## src/hw/rtl/rsn_pkg.sv

```systemverilog
`timescale 1ns / 1ps
// Shared types, constants and conversion helpers for the RTC snapshot normalizer.
// Depends on nothing; every other file of the block uses it.
package rsn_pkg;

  localparam int unsigned RawW     = 8;
  localparam int unsigned YearW    = 15;
  localparam int unsigned RefYearW = 14;

  localparam logic [RefYearW-1:0] RefYearReset = 14'd2016;

  // Bit positions inside status register B and the raw hour byte.
  localparam int unsigned SbBinIdx  = 2;
  localparam int unsigned SbH24Idx  = 1;
  localparam int unsigned HourPmIdx = 7;

  // Configuration register indexes.
  typedef enum logic {
    CFG_CENTURY_PRESENT = 1'b0,
    CFG_REFERENCE_YEAR  = 1'b1
  } cfg_idx_t;

  typedef struct packed {
    logic [RawW-1:0] century;
    logic [RawW-1:0] year;
    logic [RawW-1:0] month;
    logic [RawW-1:0] day;
    logic [RawW-1:0] hour;
    logic [RawW-1:0] minute;
    logic [RawW-1:0] second;
  } snap_t;

  // One settled snapshot on its way to conversion.
  typedef struct packed {
    snap_t                snap;
    logic [RawW-1:0]      status_b;
    logic                 century_present;
    logic [RefYearW-1:0]  reference_year;
    logic [YearW-1:0]     century_base;
  } item_t;

  // Each nibble weighted as is: high nibble times ten plus low nibble.
  function automatic logic [RawW-1:0] bcd_to_bin(logic [RawW-1:0] v);
    logic [RawW-1:0] hi8;
    logic [RawW-1:0] lo8;
    hi8 = {4'd0, v[7:4]};
    lo8 = {4'd0, v[3:0]};
    return (hi8 << 3) + (hi8 << 1) + lo8;
  endfunction

  // Hour byte: bits 6..4 are the tens, bit 7 is kept as the PM flag.
  function automatic logic [RawW-1:0] hour_bcd_to_bin(logic [RawW-1:0] v);
    logic [6:0] tens;
    logic [6:0] sum;
    tens = {4'd0, v[6:4]};
    sum  = (tens << 3) + (tens << 1) + {3'd0, v[3:0]};
    return {v[HourPmIdx], sum};
  endfunction

  // Value is at most 139, so five conditional subtractions finish it.
  function automatic logic [RawW-1:0] mod24(logic [RawW-1:0] v);
    logic [RawW-1:0] r;
    r = v;
    for (int k = 0; k < 5; k++) begin
      if (r >= 8'd24) begin
        r = r - 8'd24;
      end
    end
    return r;
  endfunction

  function automatic logic [YearW-1:0] times100(logic [RawW-1:0] c);
    logic [YearW-1:0] c15;
    c15 = {7'd0, c};
    return (c15 << 6) + (c15 << 5) + (c15 << 2);
  endfunction

endpackage

```

## src/hw/rtl/rsn_capture.sv

```systemverilog
`timescale 1ns / 1ps
// Snapshot compare against the kept prior snapshot, and the item register
// that holds a settled snapshot for conversion. Uses rsn_pkg.
module rsn_capture (
  input  logic                          clk,
  input  logic                          rst_n,
  input  logic                          in_valid,
  output logic                          in_ready,
  input  logic                          in_busy,
  input  rsn_pkg::snap_t                in_snap,
  input  logic [rsn_pkg::RawW-1:0]      in_status_b,
  input  logic                          cfg_century_present,
  input  logic [rsn_pkg::RefYearW-1:0]  cfg_reference_year,
  output logic                          item_valid,
  input  logic                          item_ready,
  output rsn_pkg::item_t                item
);

  rsn_pkg::snap_t  prior_r, prior_nxt;
  logic            prior_valid_r, prior_valid_nxt;
  logic            item_valid_r, item_valid_nxt;
  rsn_pkg::item_t  item_r, item_nxt;

  rsn_pkg::snap_t  snap_masked;
  logic            match;
  logic            fire;
  logic            settle;
  logic [26:0]     quot_prod;
  logic [7:0]      quot;

  always_comb begin
    snap_masked = in_snap;
    if (!cfg_century_present) begin
      snap_masked.century = '0;
    end
  end

  assign match    = prior_valid_r && (snap_masked == prior_r);
  assign in_ready = !item_valid_r || item_ready;
  assign fire     = in_valid && in_ready;
  assign settle   = fire && !in_busy && match;

  // Reference year divided by 100 through a reciprocal: exact for 14-bit values.
  assign quot_prod = {13'd0, cfg_reference_year} * 27'd5243;
  assign quot      = quot_prod[26:19];

  always_comb begin
    prior_nxt       = prior_r;
    prior_valid_nxt = prior_valid_r;
    item_nxt        = item_r;
    item_valid_nxt  = item_valid_r;
    if (in_ready) begin
      item_valid_nxt = settle;
    end
    if (fire && !in_busy) begin
      if (match) begin
        prior_valid_nxt          = 1'b0;
        item_nxt.snap            = snap_masked;
        item_nxt.status_b        = in_status_b;
        item_nxt.century_present = cfg_century_present;
        item_nxt.reference_year  = cfg_reference_year;
        item_nxt.century_base    = rsn_pkg::times100(quot);
      end else begin
        prior_nxt       = snap_masked;
        prior_valid_nxt = 1'b1;
      end
    end
  end

  always_ff @(posedge clk) begin
    if (!rst_n) begin
      prior_valid_r <= 1'b0;
      item_valid_r  <= 1'b0;
    end else begin
      prior_valid_r <= prior_valid_nxt;
      item_valid_r  <= item_valid_nxt;
    end
  end

  always_ff @(posedge clk) begin
    prior_r <= prior_nxt;
    item_r  <= item_nxt;
  end

  assign item_valid = item_valid_r;
  assign item       = item_r;

  a_mismatch_keeps: assert property (@(posedge clk) disable iff (!rst_n)
    fire && !in_busy && !match |=> prior_valid_r)
    else $error("prior snapshot not kept after a mismatch");

  a_match_settles: assert property (@(posedge clk) disable iff (!rst_n)
    settle |=> item_valid_r && !prior_valid_r)
    else $error("matching snapshot did not settle");

  a_busy_ignored: assert property (@(posedge clk) disable iff (!rst_n)
    fire && in_busy |=> $stable(prior_valid_r))
    else $error("busy snapshot changed the prior state");

  a_item_from_settle: assert property (@(posedge clk) disable iff (!rst_n)
    $rose(item_valid_r) |-> $past(settle))
    else $error("item appeared without a matching snapshot");

endmodule

```

## src/hw/rtl/rsn_convert.sv

```systemverilog
`timescale 1ns / 1ps
// BCD, 12/24-hour and year conversion of a settled snapshot into the result
// register. Uses rsn_pkg.
module rsn_convert (
  input  logic                         clk,
  input  logic                         rst_n,
  input  logic                         item_valid,
  output logic                         item_ready,
  input  rsn_pkg::item_t               item,
  output logic                         out_valid,
  input  logic                         out_ready,
  output logic [55:0]                  out_data
);

  logic                           out_valid_r, out_valid_nxt;
  logic [55:0]                    out_data_r, out_data_nxt;

  logic                           bin_mode;
  logic [rsn_pkg::RawW-1:0]       sec, min, hr_pre, hr, day, mon, yr, cen;
  logic [rsn_pkg::YearW-1:0]      year_base, year_full;

  assign item_ready = !out_valid_r || out_ready;
  assign bin_mode   = item.status_b[rsn_pkg::SbBinIdx];

  always_comb begin
    if (bin_mode) begin
      sec    = item.snap.second;
      min    = item.snap.minute;
      hr_pre = item.snap.hour;
      day    = item.snap.day;
      mon    = item.snap.month;
      yr     = item.snap.year;
      cen    = item.snap.century;
    end else begin
      sec    = rsn_pkg::bcd_to_bin(item.snap.second);
      min    = rsn_pkg::bcd_to_bin(item.snap.minute);
      hr_pre = rsn_pkg::hour_bcd_to_bin(item.snap.hour);
      day    = rsn_pkg::bcd_to_bin(item.snap.day);
      mon    = rsn_pkg::bcd_to_bin(item.snap.month);
      yr     = rsn_pkg::bcd_to_bin(item.snap.year);
      cen    = rsn_pkg::bcd_to_bin(item.snap.century);
    end

    // A PM hour in 12-hour mode wraps into the 24-hour range.
    if (!item.status_b[rsn_pkg::SbH24Idx] && hr_pre[rsn_pkg::HourPmIdx]) begin
      hr = rsn_pkg::mod24({1'b0, hr_pre[6:0]} + 8'd12);
    end else begin
      hr = hr_pre;
    end

    year_base = item.century_base + {7'd0, yr};
    if (item.century_present) begin
      year_full = {7'd0, yr} + rsn_pkg::times100(cen);
    end else if (year_base < {1'b0, item.reference_year}) begin
      year_full = year_base + 15'd100;
    end else begin
      year_full = year_base;
    end
  end

  always_comb begin
    out_valid_nxt = out_valid_r;
    out_data_nxt  = out_data_r;
    if (item_ready) begin
      out_valid_nxt = item_valid;
      if (item_valid) begin
        out_data_nxt = {1'b0, year_full, mon, day, hr, min, sec};
      end
    end
  end

  always_ff @(posedge clk) begin
    if (!rst_n) begin
      out_valid_r <= 1'b0;
    end else begin
      out_valid_r <= out_valid_nxt;
    end
  end

  always_ff @(posedge clk) begin
    out_data_r <= out_data_nxt;
  end

  assign out_valid = out_valid_r;
  assign out_data  = out_data_r;

  a_load_shows: assert property (@(posedge clk) disable iff (!rst_n)
    item_valid && item_ready |=> out_valid_r)
    else $error("converted item lost");

  a_pad_zero: assert property (@(posedge clk) disable iff (!rst_n)
    out_valid_r |-> !out_data_r[55])
    else $error("padding bit set in result word");

endmodule

```

## src/hw/rtl/rtc_snapshot_normalizer.sv

```systemverilog
`timescale 1ns / 1ps
// RTC snapshot normalizer: one item register after the snapshot compare and
// one result register after conversion. Depends on rsn_pkg, rsn_capture and
// rsn_convert.
//
// Accepts one raw RTC snapshot word per cycle while in_tready is high. A
// word flagged busy is dropped; otherwise it is compared with the kept prior
// snapshot, and only when the two match is a normalized date produced, after
// which the prior is cleared. A matching word passes the item register, then
// the result register, held there until taken; input stalls while both
// registers are full and the result is not taken. The user must write
// configuration only while no word is in flight; the block does not enforce it.
module rtc_snapshot_normalizer (
  input  logic                          clk,
  input  logic                          rst_n,
  input  logic                          in_tvalid,
  output logic                          in_tready,
  // second, minute, hour, day, month, year, century, status_b
  input  logic [63:0]                   in_tdata,
  // update_busy
  input  logic                          in_tuser,
  output logic                          out_tvalid,
  input  logic                          out_tready,
  // second, minute, hour, day, month, year (15 bits), one zero pad bit
  output logic [55:0]                   out_tdata,
  input  logic                          cfg_we,
  input  rsn_pkg::cfg_idx_t             cfg_index,
  input  logic [rsn_pkg::RefYearW-1:0]  cfg_wdata
);

  logic                          century_present_r, century_present_nxt;
  logic [rsn_pkg::RefYearW-1:0]  reference_year_r, reference_year_nxt;

  rsn_pkg::snap_t                in_snap;
  logic                          item_valid;
  logic                          item_ready;
  rsn_pkg::item_t                item;

  always_comb begin
    century_present_nxt = century_present_r;
    reference_year_nxt  = reference_year_r;
    if (cfg_we) begin
      unique case (cfg_index)
        rsn_pkg::CFG_CENTURY_PRESENT: century_present_nxt = cfg_wdata[0];
        rsn_pkg::CFG_REFERENCE_YEAR:  reference_year_nxt  = cfg_wdata;
        default:                      century_present_nxt = century_present_r;
      endcase
    end
  end

  always_ff @(posedge clk) begin
    if (!rst_n) begin
      century_present_r <= 1'b0;
      reference_year_r  <= rsn_pkg::RefYearReset;
    end else begin
      century_present_r <= century_present_nxt;
      reference_year_r  <= reference_year_nxt;
    end
  end

  assign in_snap = in_tdata[55:0];

  rsn_capture u_capture (
    .clk                 (clk),
    .rst_n               (rst_n),
    .in_valid            (in_tvalid),
    .in_ready            (in_tready),
    .in_busy             (in_tuser),
    .in_snap             (in_snap),
    .in_status_b         (in_tdata[63:56]),
    .cfg_century_present (century_present_r),
    .cfg_reference_year  (reference_year_r),
    .item_valid          (item_valid),
    .item_ready          (item_ready),
    .item                (item)
  );

  rsn_convert u_convert (
    .clk        (clk),
    .rst_n      (rst_n),
    .item_valid (item_valid),
    .item_ready (item_ready),
    .item       (item),
    .out_valid  (out_tvalid),
    .out_ready  (out_tready),
    .out_data   (out_tdata)
  );

endmodule
```

## config.mk

```make
export PLATFORM = sky130hd
export DESIGN_NAME = rtc_snapshot_normalizer
export DESIGN_NICKNAME = d
export VERILOG_FILES = /design/src/hw/rtl/rsn_pkg.sv /design/src/hw/rtl/rsn_capture.sv /design/src/hw/rtl/rsn_convert.sv /design/src/hw/rtl/rtc_snapshot_normalizer.sv
export SDC_FILE = /design/constraint.sdc
export NUM_CORES = 1
export LEC_CHECK = 0
export BUFFER_PORTS_ARGS = -buffer_cell sky130_fd_sc_hd__buf_2
export CAP_MARGIN = 30
export CELL_PAD_IN_SITES_DETAIL_PLACEMENT = 2
export CELL_PAD_IN_SITES_GLOBAL_PLACEMENT = 2
export CORE_ASPECT_RATIO = 0.7
export CORE_MARGIN = 8
export CORE_UTILIZATION = 45
export CTS_CLUSTER_DIAMETER = 60
export DETAILED_ROUTE_END_ITERATION = 10
export GPL_ROUTABILITY_DRIVEN = 0
export PLACE_DENSITY = 0.95
export SYNTH_ARGS = -nofsm -noshare
export SYNTH_HDL_FRONTEND = slang
export SYNTH_SLANG_ARGS = --single-unit
```

## constraint.sdc

```tcl
create_clock -name clk -period 20.6 [get_ports clk]
set_input_delay 1.03 -clock clk [delete_from_list [all_inputs] [get_ports clk]]
set_output_delay 1.03 -clock clk [all_outputs]
set_load 0.005 [all_outputs]
```

==> impl_metrics.prom, run 1 <==
# TYPE chip_impl_metric gauge
chip_impl_metric{name="via_count",unit=""} 12600
chip_impl_metric{name="final_nets",unit=""} 1892
chip_impl_metric{name="final_cell_area",unit="um2"} 17900
chip_impl_metric{name="area.growth.synth_to_final",unit="%"} 13.2
chip_impl_metric{name="synthesis.nets",unit=""} 1741
chip_impl_metric{name="ir_worst_vdd",unit="mV"} 0.0781
chip_impl_metric{name="pre_cts_slack",unit="ps"} 12250
chip_impl_metric{name="layoutNonFillerInstCount",unit=""} 2006
chip_impl_info{name="critical_path.endpoint_type",value="register"} 1
chip_impl_metric{name="totalPowerFinal",unit="W"} 0.00185
chip_impl_metric{name="global_route.usage.total",unit="%"} 31.8
chip_impl_metric{name="cts_num_sinks",unit=""} 215
chip_impl_metric{name="ys_types",unit=""} 88
chip_impl_metric{name="grt_remaining_overflow",unit=""} 0
chip_impl_metric{name="first_global_vias",unit=""} 14100
chip_impl_info{name="yosys_most_used_dff",value="sky130_fd_sc_hd__edfxtp_1"} 1
chip_impl_metric{name="cellPowerDensity",unit="nW/um2"} 103
chip_impl_metric{name="power.leakage",unit="nW"} 7.96
chip_impl_metric{name="number_of_pins_exceeding_their_max_slew_limit_in_the_final_report",unit=""} 0
chip_impl_info{name="crit_type",value="reg2reg"} 1
chip_impl_metric{name="worst_skew",unit="ps"} 37.0
chip_impl_metric{name="synthesis.area",unit="um2"} 15800
chip_impl_metric{name="ant_nets",unit=""} 0
chip_impl_metric{name="setup_violations",unit=""} 0
chip_impl_metric{name="fraction_of_layout_cells_with_a_size_suffix_above_1",unit="%"} 15.7
chip_impl_metric{name="post_cts_buffers",unit=""} 0
chip_impl_info{name="cts_tree",value="yes"} 1
chip_impl_metric{name="chipWidth",unit="um"} 240
chip_impl_metric{name="number_of_register_bits_inferred_by_synthesis",unit=""} 215
chip_impl_metric{name="syn_area_per_cell",unit="um2"} 11.6
chip_impl_metric{name="cts_buffer_depth",unit=""} 3
chip_impl_metric{name="numPlacedInstances",unit=""} 1953
chip_impl_metric{name="wire_per_inst",unit="um"} 34.8
chip_impl_info{name="cp-startpoint",value="u_capture.item[60]"} 1
chip_impl_metric{name="yosysSeqAreaShare",unit="%"} 39.8
chip_impl_metric{name="drt_first_iter_violations",unit=""} 1058
chip_impl_info{name="synth_top_area_cell",value="sky130_fd_sc_hd__edfxtp_1"} 1
chip_impl_metric{name="worst-endpoint-required",unit="ps"} 20950
chip_impl_metric{name="htreeDepth",unit=""} 1
chip_impl_metric{name="post_cts_hold_buffer_count",unit=""} 0
chip_impl_info{name="critical_path.startpoint_type",value="register"} 1
chip_impl_metric{name="achievable-frequency",unit="MHz"} 112
chip_impl_metric{name="synthCells",unit=""} 1359
chip_impl_metric{name="top_level_ports",unit=""} 143
chip_impl_metric{name="layout_setup_ws",unit="ps"} 11660
chip_impl_metric{name="post-route-drc-count",unit=""} 0
chip_impl_metric{name="area_of_the_core",unit="um2"} 34700
chip_impl_metric{name="yosys_warnings",unit=""} 0
chip_impl_metric{name="antenna_found_initial",unit=""} 8
chip_impl_metric{name="total_negative_setup_slack",unit="ps"} 0
chip_impl_metric{name="grt_first_pass_wirelength",unit="mm"} 98.1
chip_impl_metric{name="finalCriticalPeriod",unit="ps"} 8940
chip_impl_metric{name="tritoncts.num_buffers",unit=""} 26
chip_impl_metric{name="firstDrtPassIters",unit=""} 5
chip_impl_info{name="cts_root_buf",value="sky130_fd_sc_hd__clkbuf_16"} 1
chip_impl_metric{name="rows",unit=""} 57
chip_impl_metric{name="clkSlewWorstSetupHoldPaths",unit="ps"} 70
chip_impl_metric{name="period_utilization",unit="%"} 43.4
chip_impl_metric{name="synth_enable_flop_cells",unit=""} 197
chip_impl_metric{name="hold_violations",unit=""} 0
chip_impl_metric{name="cts.repair.resized",unit=""} 0
chip_impl_metric{name="dpl_cell_area",unit="um2"} 17000
chip_impl_metric{name="max_slew.worst_pin.slew",unit="ps"} 967
chip_impl_info{name="hold_path.class",value="reg2reg"} 1
chip_impl_metric{name="postRouteWirelength",unit="mm"} 69.8
chip_impl_metric{name="worstPathArrival",unit="ps"} 9290
chip_impl_info{name="top_area_cells_in_the_synthesized_netlist",value="sky130_fd_sc_hd__edfxtp_1, sky130_fd_sc_hd__ha_1, sky130_fd_sc_hd__fa_1"} 1
chip_impl_metric{name="floorplan.die.height",unit="um"} 173
chip_impl_metric{name="maxCapViolCount",unit=""} 0
chip_impl_info{name="timing.hold.worst.start",value="u_capture.item[46]"} 1
chip_impl_metric{name="path_max_fanout",unit=""} 10
chip_impl_metric{name="initial_utilization",unit="%"} 45.5
chip_impl_info{name="crit-reg2reg-launch",value="u_capture.item[60]"} 1
chip_impl_metric{name="grt_max_degree",unit=""} 70
chip_impl_info{name="run_status",value="complete, no violations"} 1
chip_impl_metric{name="async_reset_ff_share",unit="%"} 0
chip_impl_metric{name="die_area",unit="um2"} 41400
chip_impl_metric{name="avgViaCountPerCell",unit=""} 6.26
chip_impl_metric{name="dp.final_hpwl",unit="mm"} 43.2
chip_impl_metric{name="portBuffers",unit=""} 135
chip_impl_metric{name="worst_slew_margin_rel",unit="%"} 35.6
chip_impl_metric{name="clock_insertion_delay_worst_skew",unit="ps"} 590
chip_impl_info{name="rsz0062_at_grt",value="no"} 1
chip_impl_metric{name="yosysTopAreaCellShare",unit="%"} 37.5
## power by group
group          switching, W  internal, W  total (W)
registers         0.0000128     0.000519   0.000532
logic              0.000517     0.000309   0.000826
clock network      0.000231     0.000260   0.000491
total              0.000761      0.00109    0.00185
## synthesized netlist by cell type, types with 8 or more instances
master,n
sky130_fd_sc_hd__a21boi_0,10
sky130_fd_sc_hd__a21o_1,32
sky130_fd_sc_hd__a21oi_1,57
sky130_fd_sc_hd__and2_1,12
sky130_fd_sc_hd__clkbuf_1,10
sky130_fd_sc_hd__dfxtp_1,18
sky130_fd_sc_hd__edfxtp_1,197
sky130_fd_sc_hd__fa_1,91
sky130_fd_sc_hd__ha_1,206
sky130_fd_sc_hd__inv_1,212
sky130_fd_sc_hd__mux2_2,22
sky130_fd_sc_hd__nand2_1,82
sky130_fd_sc_hd__nand3_1,10
sky130_fd_sc_hd__nand4_1,16
sky130_fd_sc_hd__nor2_1,36
sky130_fd_sc_hd__nor2b_1,22
sky130_fd_sc_hd__nor3_1,13
sky130_fd_sc_hd__o211ai_1,8
sky130_fd_sc_hd__o21a_1,8
sky130_fd_sc_hd__o21ai_0,44
sky130_fd_sc_hd__or3_1,10
sky130_fd_sc_hd__xnor2_1,71
sky130_fd_sc_hd__xor2_1,41
## cells by family (layout without fill, tap and decap cells)
group | after synthesis | count (layout) | synth area share (%)
AOI/OAI and AO/OA | 233 | 233 | 10.1
DFF | 215 | 215 | 39.8
and+or+nand+nor | 236 | 236 | 7.63
adders and majority gates | 298 | 298 | 27.9
muxes | 31 | 31 | 2.23
other | 1 | 5 | 0.0238
xor gates and xnor gates | 114 | 114 | 6.52
buffers and inverters | 231 | 402 | 5.82
## cell usage in the layout (no fill, tap or decap), types with 35 or more instances in the layout
master	netlist	routed
sky130_fd_sc_hd__o21ai_0	44	44
sky130_fd_sc_hd__ha_1	206	206
sky130_fd_sc_hd__buf_2	0	135
sky130_fd_sc_hd__a21oi_1	57	57
sky130_fd_sc_hd__edfxtp_1	197	197
sky130_fd_sc_hd__xor2_1	41	41
sky130_fd_sc_hd__nand2_1	82	82
sky130_fd_sc_hd__fa_1	91	91
sky130_fd_sc_hd__nor2_1	36	35
sky130_fd_sc_hd__xnor2_1	71	71
sky130_fd_sc_hd__inv_1	212	212
## state kept, by name (all words and copies together) (netlist names)
signal	count
century_present_r	1
u_capture.item	86
u_convert.out_valid	1
u_convert.out_data	55
u_capture.item_valid	1
reference_year_r	14
u_capture.prior_valid_r	1
u_capture.prior_r	56
## metrics by stage
step / util (%) / hold slack [ps]
finish: 51.6 / 435
global route: 51.6 / 453
CTS: 51.5 / 438
detailed placement: 49.0 / 430
global placement: 49.0 / 404
floorplan: - / 400
## worst max-delay path, stage by stage (launching register included)
cell	delay, ps
sky130_fd_sc_hd__edfxtp_1	510
sky130_fd_sc_hd__inv_1	170
sky130_fd_sc_hd__fa_1	510
sky130_fd_sc_hd__fa_1	530
sky130_fd_sc_hd__xor2_1	230
sky130_fd_sc_hd__o32ai_1	690
sky130_fd_sc_hd__o21ai_1	230
sky130_fd_sc_hd__mux2i_2	520
sky130_fd_sc_hd__nand2_1	380
sky130_fd_sc_hd__o21ai_0	400
sky130_fd_sc_hd__ha_1	430
sky130_fd_sc_hd__and2_1	240
sky130_fd_sc_hd__nor2_1	80
sky130_fd_sc_hd__a32o_1	310
sky130_fd_sc_hd__nor2_1	220
sky130_fd_sc_hd__inv_1	80
sky130_fd_sc_hd__ha_1	270
sky130_fd_sc_hd__a32o_2	310
sky130_fd_sc_hd__or3_4	430
sky130_fd_sc_hd__mux2_4	340
sky130_fd_sc_hd__ha_1	260
sky130_fd_sc_hd__nand2_1	100
sky130_fd_sc_hd__nand3_1	210
sky130_fd_sc_hd__o21ai_0	590
sky130_fd_sc_hd__nor2_1	190
sky130_fd_sc_hd__o41ai_1	460
## per-layer routing
| layer | track usage, % | part of all wire [%] | up-vias | routed length (um) |
|---|---|---|---|---|
| met5 | 0 | 0.097 | - | 68 |
| li1 | - | - | 5061 | - |
| met2 | 56.6 | 49 | 703 | 34600 |
| met3 | 5.64 | 7.0 | 322 | 4860 |
| met1 | 35.7 | 36 | 6457 | 25000 |
| met4 | 17.5 | 7.6 | 10 | 5330 |
## final cells by class
cell class,count,area [um2]
fill,3407,16800
multi-input combinational,913,8610
sequential,215,6280
inverter,213,800
timing repair buffer,141,741
clock buffer,27,654
tap,472,591
clock inverter,21,193
antenna,4,10.0
## worst paths after layout
check / depth (start not counted) / end / slack, ps
min: 0 / u_convert.out_data[8] / 430
max reg2reg: 25 / u_convert.out_data[21] / 11660
max: 25 / u_convert.out_data[21] / 11660
min reg2reg: 0 / u_convert.out_data[8] / 430
Power figures use the tool's default switching activity.
==> run 2: changes to the inputs <==
--- a/config.mk
+++ b/config.mk
@@ -11,11 +11,11 @@
 export CELL_PAD_IN_SITES_GLOBAL_PLACEMENT = 2
 export CORE_ASPECT_RATIO = 0.7
 export CORE_MARGIN = 8
-export CORE_UTILIZATION = 45
+export CORE_UTILIZATION = 41
 export CTS_CLUSTER_DIAMETER = 60
 export DETAILED_ROUTE_END_ITERATION = 10
 export GPL_ROUTABILITY_DRIVEN = 0
-export PLACE_DENSITY = 0.95
+export PLACE_DENSITY = 0.9
 export SYNTH_ARGS = -nofsm -noshare
 export SYNTH_HDL_FRONTEND = slang
 export SYNTH_SLANG_ARGS = --single-unit
==> constraint.sdc (replaced) <==
create_clock -name clk -period 9.1 [get_ports clk]
set_input_delay 0.455 -clock clk [delete_from_list [all_inputs] [get_ports clk]]
set_output_delay 0.455 -clock clk [all_outputs]
set_load 0.005 [all_outputs]
==> impl_metrics.prom, run 2 (synthesis results as in run 1) <==
# TYPE chip_impl_metric gauge
chip_impl_metric{name="worst_hold_path.num_cells",unit=""} 1
chip_impl_metric{name="fraction_of_layout_cells_with_a_size_suffix_above_1",unit="%"} 15.4
chip_impl_metric{name="cellPowerDensity",unit="nW/um2"} 240
chip_impl_metric{name="floorplan.die.height",unit="um"} 180
chip_impl_metric{name="post-route-drc-count",unit=""} 0
chip_impl_info{name="whs_endpoint",value="u_capture.item[31]"} 1
chip_impl_info{name="worst_path_max_delay_cell",value="sky130_fd_sc_hd__dfxtp_1"} 1
chip_impl_metric{name="grt_first_pass_wirelength",unit="mm"} 94.8
chip_impl_metric{name="period_utilization",unit="%"} 97.9
chip_impl_metric{name="wire_per_inst",unit="um"} 32.3
chip_impl_metric{name="numPlacedInstances",unit=""} 1977
chip_impl_info{name="crit_type",value="reg2reg"} 1
chip_impl_metric{name="post_cts_buffers",unit=""} 0
chip_impl_metric{name="grt_remaining_overflow",unit=""} 0
chip_impl_metric{name="power.leakage",unit="nW"} 7.96
chip_impl_metric{name="largest_register_ffs",unit=""} 86
chip_impl_metric{name="firstDrtPassIters",unit=""} 5
chip_impl_metric{name="path_max_fanout",unit=""} 7
chip_impl_metric{name="setup_violations",unit=""} 0
chip_impl_metric{name="post_cts_hold_buffer_count",unit=""} 0
chip_impl_metric{name="chipWidth",unit="um"} 251
chip_impl_metric{name="reg2regPathDepth",unit=""} 30
chip_impl_metric{name="ir_worst_vdd",unit="mV"} 0.190
chip_impl_metric{name="first_global_vias",unit=""} 14000
chip_impl_info{name="mostFrequentLayoutCell",value="sky130_fd_sc_hd__inv_1"} 1
chip_impl_metric{name="finalCriticalPeriod",unit="ps"} 8910
chip_impl_info{name="cts_tree",value="yes"} 1
chip_impl_metric{name="ant_nets",unit=""} 0
chip_impl_info{name="crit-reg2reg-launch",value="reference_year_r[6]"} 1
chip_impl_metric{name="portBuffers",unit=""} 135
chip_impl_metric{name="top_level_ports",unit=""} 143
chip_impl_metric{name="initial_utilization",unit="%"} 41.3
chip_impl_info{name="cts_root_buf",value="sky130_fd_sc_hd__clkbuf_16"} 1
chip_impl_metric{name="avgViaCountPerCell",unit=""} 5.99
chip_impl_metric{name="number_of_pins_exceeding_their_max_slew_limit_in_the_final_report",unit=""} 0
chip_impl_metric{name="grt_max_degree",unit=""} 74
chip_impl_metric{name="cts_num_sinks",unit=""} 215
chip_impl_metric{name="antenna_found_initial",unit=""} 16
chip_impl_metric{name="die_area",unit="um2"} 45100
chip_impl_metric{name="hold_violations",unit=""} 0
chip_impl_metric{name="clock_insertion_delay_worst_skew",unit="ps"} 560
chip_impl_metric{name="global_route.usage.total",unit="%"} 27.7
chip_impl_info{name="critical_path.startpoint_type",value="register"} 1
chip_impl_metric{name="max_slew.worst_pin.slew",unit="ps"} 898
chip_impl_info{name="hold_path.class",value="in2reg"} 1
chip_impl_metric{name="cts_buffer_depth",unit=""} 3
chip_impl_metric{name="achievable-frequency",unit="MHz"} 112
chip_impl_info{name="critical_path.reg2reg.endpoint",value="u_capture.item[13]"} 1
chip_impl_metric{name="rows",unit=""} 60
chip_impl_info{name="critical_path.endpoint_type",value="register"} 1
chip_impl_metric{name="totalPowerFinal",unit="W"} 0.00429
chip_impl_metric{name="final_nets",unit=""} 1890
chip_impl_metric{name="drt_first_iter_violations",unit=""} 1049
chip_impl_metric{name="cts.repair.resized",unit=""} 0
chip_impl_metric{name="worst_slew_margin_rel",unit="%"} 39.7
chip_impl_metric{name="clkSlewWorstSetupHoldPaths",unit="ps"} 60
chip_impl_metric{name="htreeDepth",unit=""} 1
chip_impl_metric{name="postRouteWirelength",unit="mm"} 65.6
chip_impl_info{name="timing.hold.worst.start",value="in_tdata[57]"} 1
chip_impl_info{name="run_status",value="complete, no violations"} 1
chip_impl_metric{name="ff2ff_setup_slack",unit="ps"} 190
chip_impl_metric{name="tritoncts.num_buffers",unit=""} 24
chip_impl_metric{name="worstPathArrival",unit="ps"} 9220
chip_impl_metric{name="dp.final_hpwl",unit="mm"} 44.0
chip_impl_metric{name="worst_path_largest_cell_delay",unit="ps"} 690
chip_impl_metric{name="worst-endpoint-required",unit="ps"} 9410
chip_impl_metric{name="area.growth.synth_to_final",unit="%"} 13.4
chip_impl_metric{name="via_count",unit=""} 12200
chip_impl_metric{name="layoutNonFillerInstCount",unit=""} 2029
chip_impl_metric{name="area_of_the_core",unit="um2"} 38200
chip_impl_metric{name="maxCapViolCount",unit=""} 0
chip_impl_metric{name="worst_skew",unit="ps"} 22.1
chip_impl_metric{name="nFillCells",unit=""} 3784
chip_impl_info{name="top_library_cells_by_usage_in_the_layout_fill_and_taps_aside",value="sky130_fd_sc_hd__inv_1, sky130_fd_sc_hd__ha_1, sky130_fd_sc_hd__edfxtp_1, sky130_fd_sc_hd__buf_2, sky130_fd_sc_hd__fa_1"} 1
## run 2: changes by cell type in the layout (fill, tap and decap cells not counted), sizes merged
| cell | previous run | this run |
|---|---|---|
| bufinv | 2 | 3 |
| clkbuf | 27 | 33 |
| clkinv | 15 | 6 |
| clkinvlp | 3 | 1 |
| diode | 4 | 8 |
| inv | 214 | 213 |
## run 2: how the worst max path moves through the flow
stage,start,end,slack [ps],cells after the start
4_1_cts,reference_year_r[1],u_capture.item[13],430,32
5_1_grt,reference_year_r[1],u_capture.item[13],-3,32
3_3_place_gp,u_capture.item[60],u_convert.out_data[19],1340,25
2_1_floorplan,in_tdata[4],u_capture.item[10],1120,6
3_5_place_dp,reference_year_r[1],u_capture.item[13],880,32
6_report,reference_year_r[6],u_capture.item[13],190,30
## run 2: where the power goes
part | internal (W) | switching [W] | total (W)
sequential | 0.00118 | 0.0000276 | 0.00120
combinational | 0.000708 | 0.00130 | 0.00201
clock | 0.000613 | 0.000461 | 0.00107
## run 2: layout make-up
cell class / count / area (um2) / share of cell area (%)
Multi-Input combinational cell: 913 / 8610 / 48.1
Sequential cell: 215 / 6280 / 35.1
Inverter: 213 / 800 / 4.47
Timing Repair Buffer: 141 / 741 / 4.14
Clock buffer: 33 / 684 / 3.82
Tap cell: 496 / 621 / 3.47
Clock inverter: 10 / 143 / 0.797
Antenna cell: 8 / 20.0 / 0.112
## run 2: worst max-delay path, delay by kind of cell (launching register included)
| family | cells | cell delay, ps |
|---|---|---|
| buf+inv | 6 | 550 |
| flops | 1 | 690 |
| fa+ha+maj | 8 | 3500 |
| compound gates | 14 | 3470 |
| xor+xnor | 2 | 440 |
## run 2: metrics by stage
step                worst slack [ps]  instance area (um2)  TNS, ps  util, %  hold slack [ps]
floorplan                       1120                15800        0        -              400
global placement                1340                17000        0     44.5              405
detailed placement               879                17000        0     44.5              422
CTS                              434                17800        0     46.7             66.3
global route                   -3.02                17900    -3.02     46.8             78.9
finish                           188                17900        0     46.8             78.0
## run 2: routing by layer
metal	routed length, um	vias to the layer above	GRT usage [%]
li1	-	5060	-
met1	25800	6311	32.7
met2	32100	541	47.7
met3	3870	235	6.18
met4	3790	8	13.2
met5	57	-	0
==> run 3: changes to the inputs <==
--- a/config.mk
+++ b/config.mk
@@ -10,11 +10,12 @@
 export CELL_PAD_IN_SITES_DETAIL_PLACEMENT = 2
 export CELL_PAD_IN_SITES_GLOBAL_PLACEMENT = 2
 export CORE_ASPECT_RATIO = 0.7
-export CORE_MARGIN = 8
+export CORE_MARGIN = 4
 export CORE_UTILIZATION = 41
 export CTS_CLUSTER_DIAMETER = 60
 export DETAILED_ROUTE_END_ITERATION = 10
 export GPL_ROUTABILITY_DRIVEN = 0
+export MAX_ROUTING_LAYER = met4
 export PLACE_DENSITY = 0.9
 export SYNTH_ARGS = -nofsm -noshare
 export SYNTH_HDL_FRONTEND = slang
==> impl_metrics.prom, run 3 (synthesis results as in run 1) <==
# TYPE chip_impl_metric gauge
chip_impl_metric{name="grt_first_pass_wirelength",unit="mm"} 85.1
chip_impl_metric{name="worst-endpoint-required",unit="ps"} 9400
chip_impl_metric{name="portBuffers",unit=""} 135
chip_impl_metric{name="pre_cts_slack",unit="ps"} 872
chip_impl_info{name="run_status",value="complete, no violations"} 1
chip_impl_metric{name="cts_buffer_depth",unit=""} 3
chip_impl_info{name="critical_path.endpoint_type",value="register"} 1
chip_impl_metric{name="switchingPower",unit="W"} 0.00155
chip_impl_metric{name="htreeDepth",unit=""} 1
chip_impl_metric{name="path_max_fanout",unit=""} 10
chip_impl_metric{name="ir_worst_vdd",unit="mV"} 0.227
chip_impl_info{name="crit_type",value="reg2reg"} 1
chip_impl_metric{name="number_of_pins_exceeding_their_max_slew_limit_in_the_final_report",unit=""} 0
chip_impl_metric{name="dp.final_hpwl",unit="mm"} 41.0
chip_impl_metric{name="clock_insertion_delay_worst_skew",unit="ps"} 580
chip_impl_metric{name="max_slew.worst_pin.slew",unit="ps"} 987
chip_impl_metric{name="power.leakage",unit="nW"} 7.99
chip_impl_metric{name="avgViaCountPerCell",unit=""} 5.73
chip_impl_metric{name="first_global_vias",unit=""} 13300
chip_impl_metric{name="rows",unit=""} 59
chip_impl_metric{name="nFillCells",unit=""} 3721
chip_impl_info{name="rsz0062_at_grt",value="no"} 1
chip_impl_metric{name="via_count",unit=""} 11600
chip_impl_metric{name="reg2regPathDepth",unit=""} 26
chip_impl_metric{name="switching_share",unit="%"} 38.2
chip_impl_metric{name="cts.repair.resized",unit=""} 0
chip_impl_metric{name="pwr-share-comb",unit="%"} 41.9
chip_impl_metric{name="power_report.internal_total",unit="W"} 0.00252
chip_impl_info{name="mostFrequentLayoutCell",value="sky130_fd_sc_hd__inv_1"} 1
chip_impl_metric{name="die_area",unit="um2"} 41800
chip_impl_info{name="critical_path.startpoint_type",value="register"} 1
chip_impl_metric{name="largest_register_ffs",unit=""} 86
chip_impl_metric{name="numPlacedInstances",unit=""} 1969
chip_impl_metric{name="post-route-drc-count",unit=""} 0
chip_impl_metric{name="ant_nets",unit=""} 0
chip_impl_metric{name="worstPathArrival",unit="ps"} 8930
chip_impl_metric{name="period_utilization",unit="%"} 94.8
chip_impl_metric{name="finalCriticalPeriod",unit="ps"} 8630
chip_impl_metric{name="cellPowerDensity",unit="nW/um2"} 227
chip_impl_metric{name="grt_remaining_overflow",unit=""} 0
chip_impl_metric{name="hold_violations",unit=""} 0
chip_impl_metric{name="firstDrtPassIters",unit=""} 7
chip_impl_info{name="cts_root_buf",value="sky130_fd_sc_hd__clkbuf_16"} 1
chip_impl_metric{name="drt_first_iter_violations",unit=""} 758
chip_impl_metric{name="worst_path_largest_cell_delay",unit="ps"} 610
chip_impl_metric{name="final_nets",unit=""} 1891
chip_impl_metric{name="post_cts_buffers",unit=""} 0
chip_impl_metric{name="fraction_of_layout_cells_with_a_size_suffix_above_1",unit="%"} 15.4
chip_impl_metric{name="area.growth.synth_to_final",unit="%"} 13.8
chip_impl_metric{name="seq_power_share",unit="%"} 29.5
chip_impl_metric{name="worst_slew_margin_rel",unit="%"} 34.2
chip_impl_metric{name="clkSlewWorstSetupHoldPaths",unit="ps"} 80
chip_impl_metric{name="achievable-frequency",unit="MHz"} 116
chip_impl_metric{name="cts_num_sinks",unit=""} 215
chip_impl_metric{name="layout_setup_ws",unit="ps"} 472
chip_impl_info{name="hold_path.class",value="in2reg"} 1
chip_impl_metric{name="wire_per_inst",unit="um"} 28.4
chip_impl_metric{name="maxCapViolCount",unit=""} 0
chip_impl_metric{name="initial_utilization",unit="%"} 42.0
chip_impl_info{name="top_library_cells_by_usage_in_the_layout_fill_and_taps_aside",value="sky130_fd_sc_hd__inv_1, sky130_fd_sc_hd__ha_1, sky130_fd_sc_hd__edfxtp_1, sky130_fd_sc_hd__buf_2, sky130_fd_sc_hd__fa_1"} 1
chip_impl_metric{name="grt_max_degree",unit=""} 69
chip_impl_metric{name="chipWidth",unit="um"} 243
chip_impl_metric{name="global_route.usage.total",unit="%"} 27.8
chip_impl_metric{name="power.clock.fraction",unit="%"} 28.6
chip_impl_metric{name="floorplan.die.height",unit="um"} 172
chip_impl_metric{name="layoutNonFillerInstCount",unit=""} 2026
chip_impl_metric{name="setup_violations",unit=""} 0
chip_impl_metric{name="antenna_found_initial",unit=""} 11
chip_impl_metric{name="tritoncts.num_buffers",unit=""} 26
chip_impl_info{name="worst_path_max_delay_cell",value="sky130_fd_sc_hd__o32ai_1"} 1
chip_impl_metric{name="totalPowerFinal",unit="W"} 0.00407
chip_impl_info{name="cts_tree",value="yes"} 1
chip_impl_metric{name="total_negative_setup_slack",unit="ps"} 0
chip_impl_metric{name="postRouteWirelength",unit="mm"} 57.4
chip_impl_metric{name="area_of_the_core",unit="um2"} 37600
chip_impl_metric{name="worst_skew",unit="ps"} 29.2
chip_impl_metric{name="top_level_ports",unit=""} 143
chip_impl_metric{name="post_cts_hold_buffer_count",unit=""} 0
chip_impl_metric{name="worst_hold_path.num_cells",unit=""} 1
==> run 3: metrics by stage <==
step | hold slack [ps] | utilization, % | cell area (um2)
floorplan | 400 | - | 15800
global placement | 403 | 45.3 | 17000
detailed placement | 423 | 45.3 | 17000
CTS | 52.9 | 47.7 | 17900
global route | 62.7 | 47.8 | 18000
finish | 82.6 | 47.8 | 18000
==> run 3: final timing paths <==
| kind | from | to | slack (ps) |
|---|---|---|---|
| worst max-delay path | u_capture.item[60] | u_convert.out_data[19] | 470 |
| worst min register to register | u_capture.item[62] | u_convert.out_data[24] | 440 |
| worst max register to register | u_capture.item[60] | u_convert.out_data[19] | 470 |
| worst min-delay path | in_tdata[58] | u_capture.item[32] | 80 |
==> run 3: critical path, delay by kind of cell, from the launching register on <==
family | cells | cell delay (ps)
and+or+nand+nor | 8 | 1660
adders and majority gates | 5 | 2000
xor gates and xnor gates | 1 | 250
DFF | 1 | 520
muxes | 3 | 1090
buffers and inverters | 2 | 240
AOI/OAI and AO/OA | 7 | 2570
==> run 3: final cells by class <==
cell class                      count  area [um2]  share of cell area [%]
Multi-Input combinational cell    913        8610                    48.0
Sequential cell                   215        6280                    34.9
Inverter                          213         800                    4.45
Timing Repair Buffer              140         713                    3.97
Clock buffer                       29         662                    3.69
Tap cell                          488         611                    3.40
Clock inverter                     18         259                    1.44
Antenna cell                       10        25.0                   0.139
==> run 3: power groups by stage <==
stage | logic [W] | clock network (W) | registers, W
after floorplan | 0.00103 | 0 | 0.00121
after global placement | 0.00131 | 0 | 0.00122
after detailed placement | 0.00152 | 0 | 0.00122
after CTS | 0.00170 | 0.00118 | 0.00120
after global routing | 0.00186 | 0.00122 | 0.00120
final | 0.00171 | 0.00116 | 0.00120
==> run 3: layer usage <==
| layer | part of all wire (%) | wire length, um | track usage, % | up-vias |
|---|---|---|---|---|
| met2 | 51 | 29000 | 49.1 | 377 |
| met3 | 4.9 | 2810 | 4.82 | 150 |
| li1 | - | - | - | 5070 |
| met5 | 0 | 0 | - | - |
| met4 | 4.2 | 2440 | 10.4 | 0 |
| met1 | 40 | 23200 | 32.1 | 6022 |
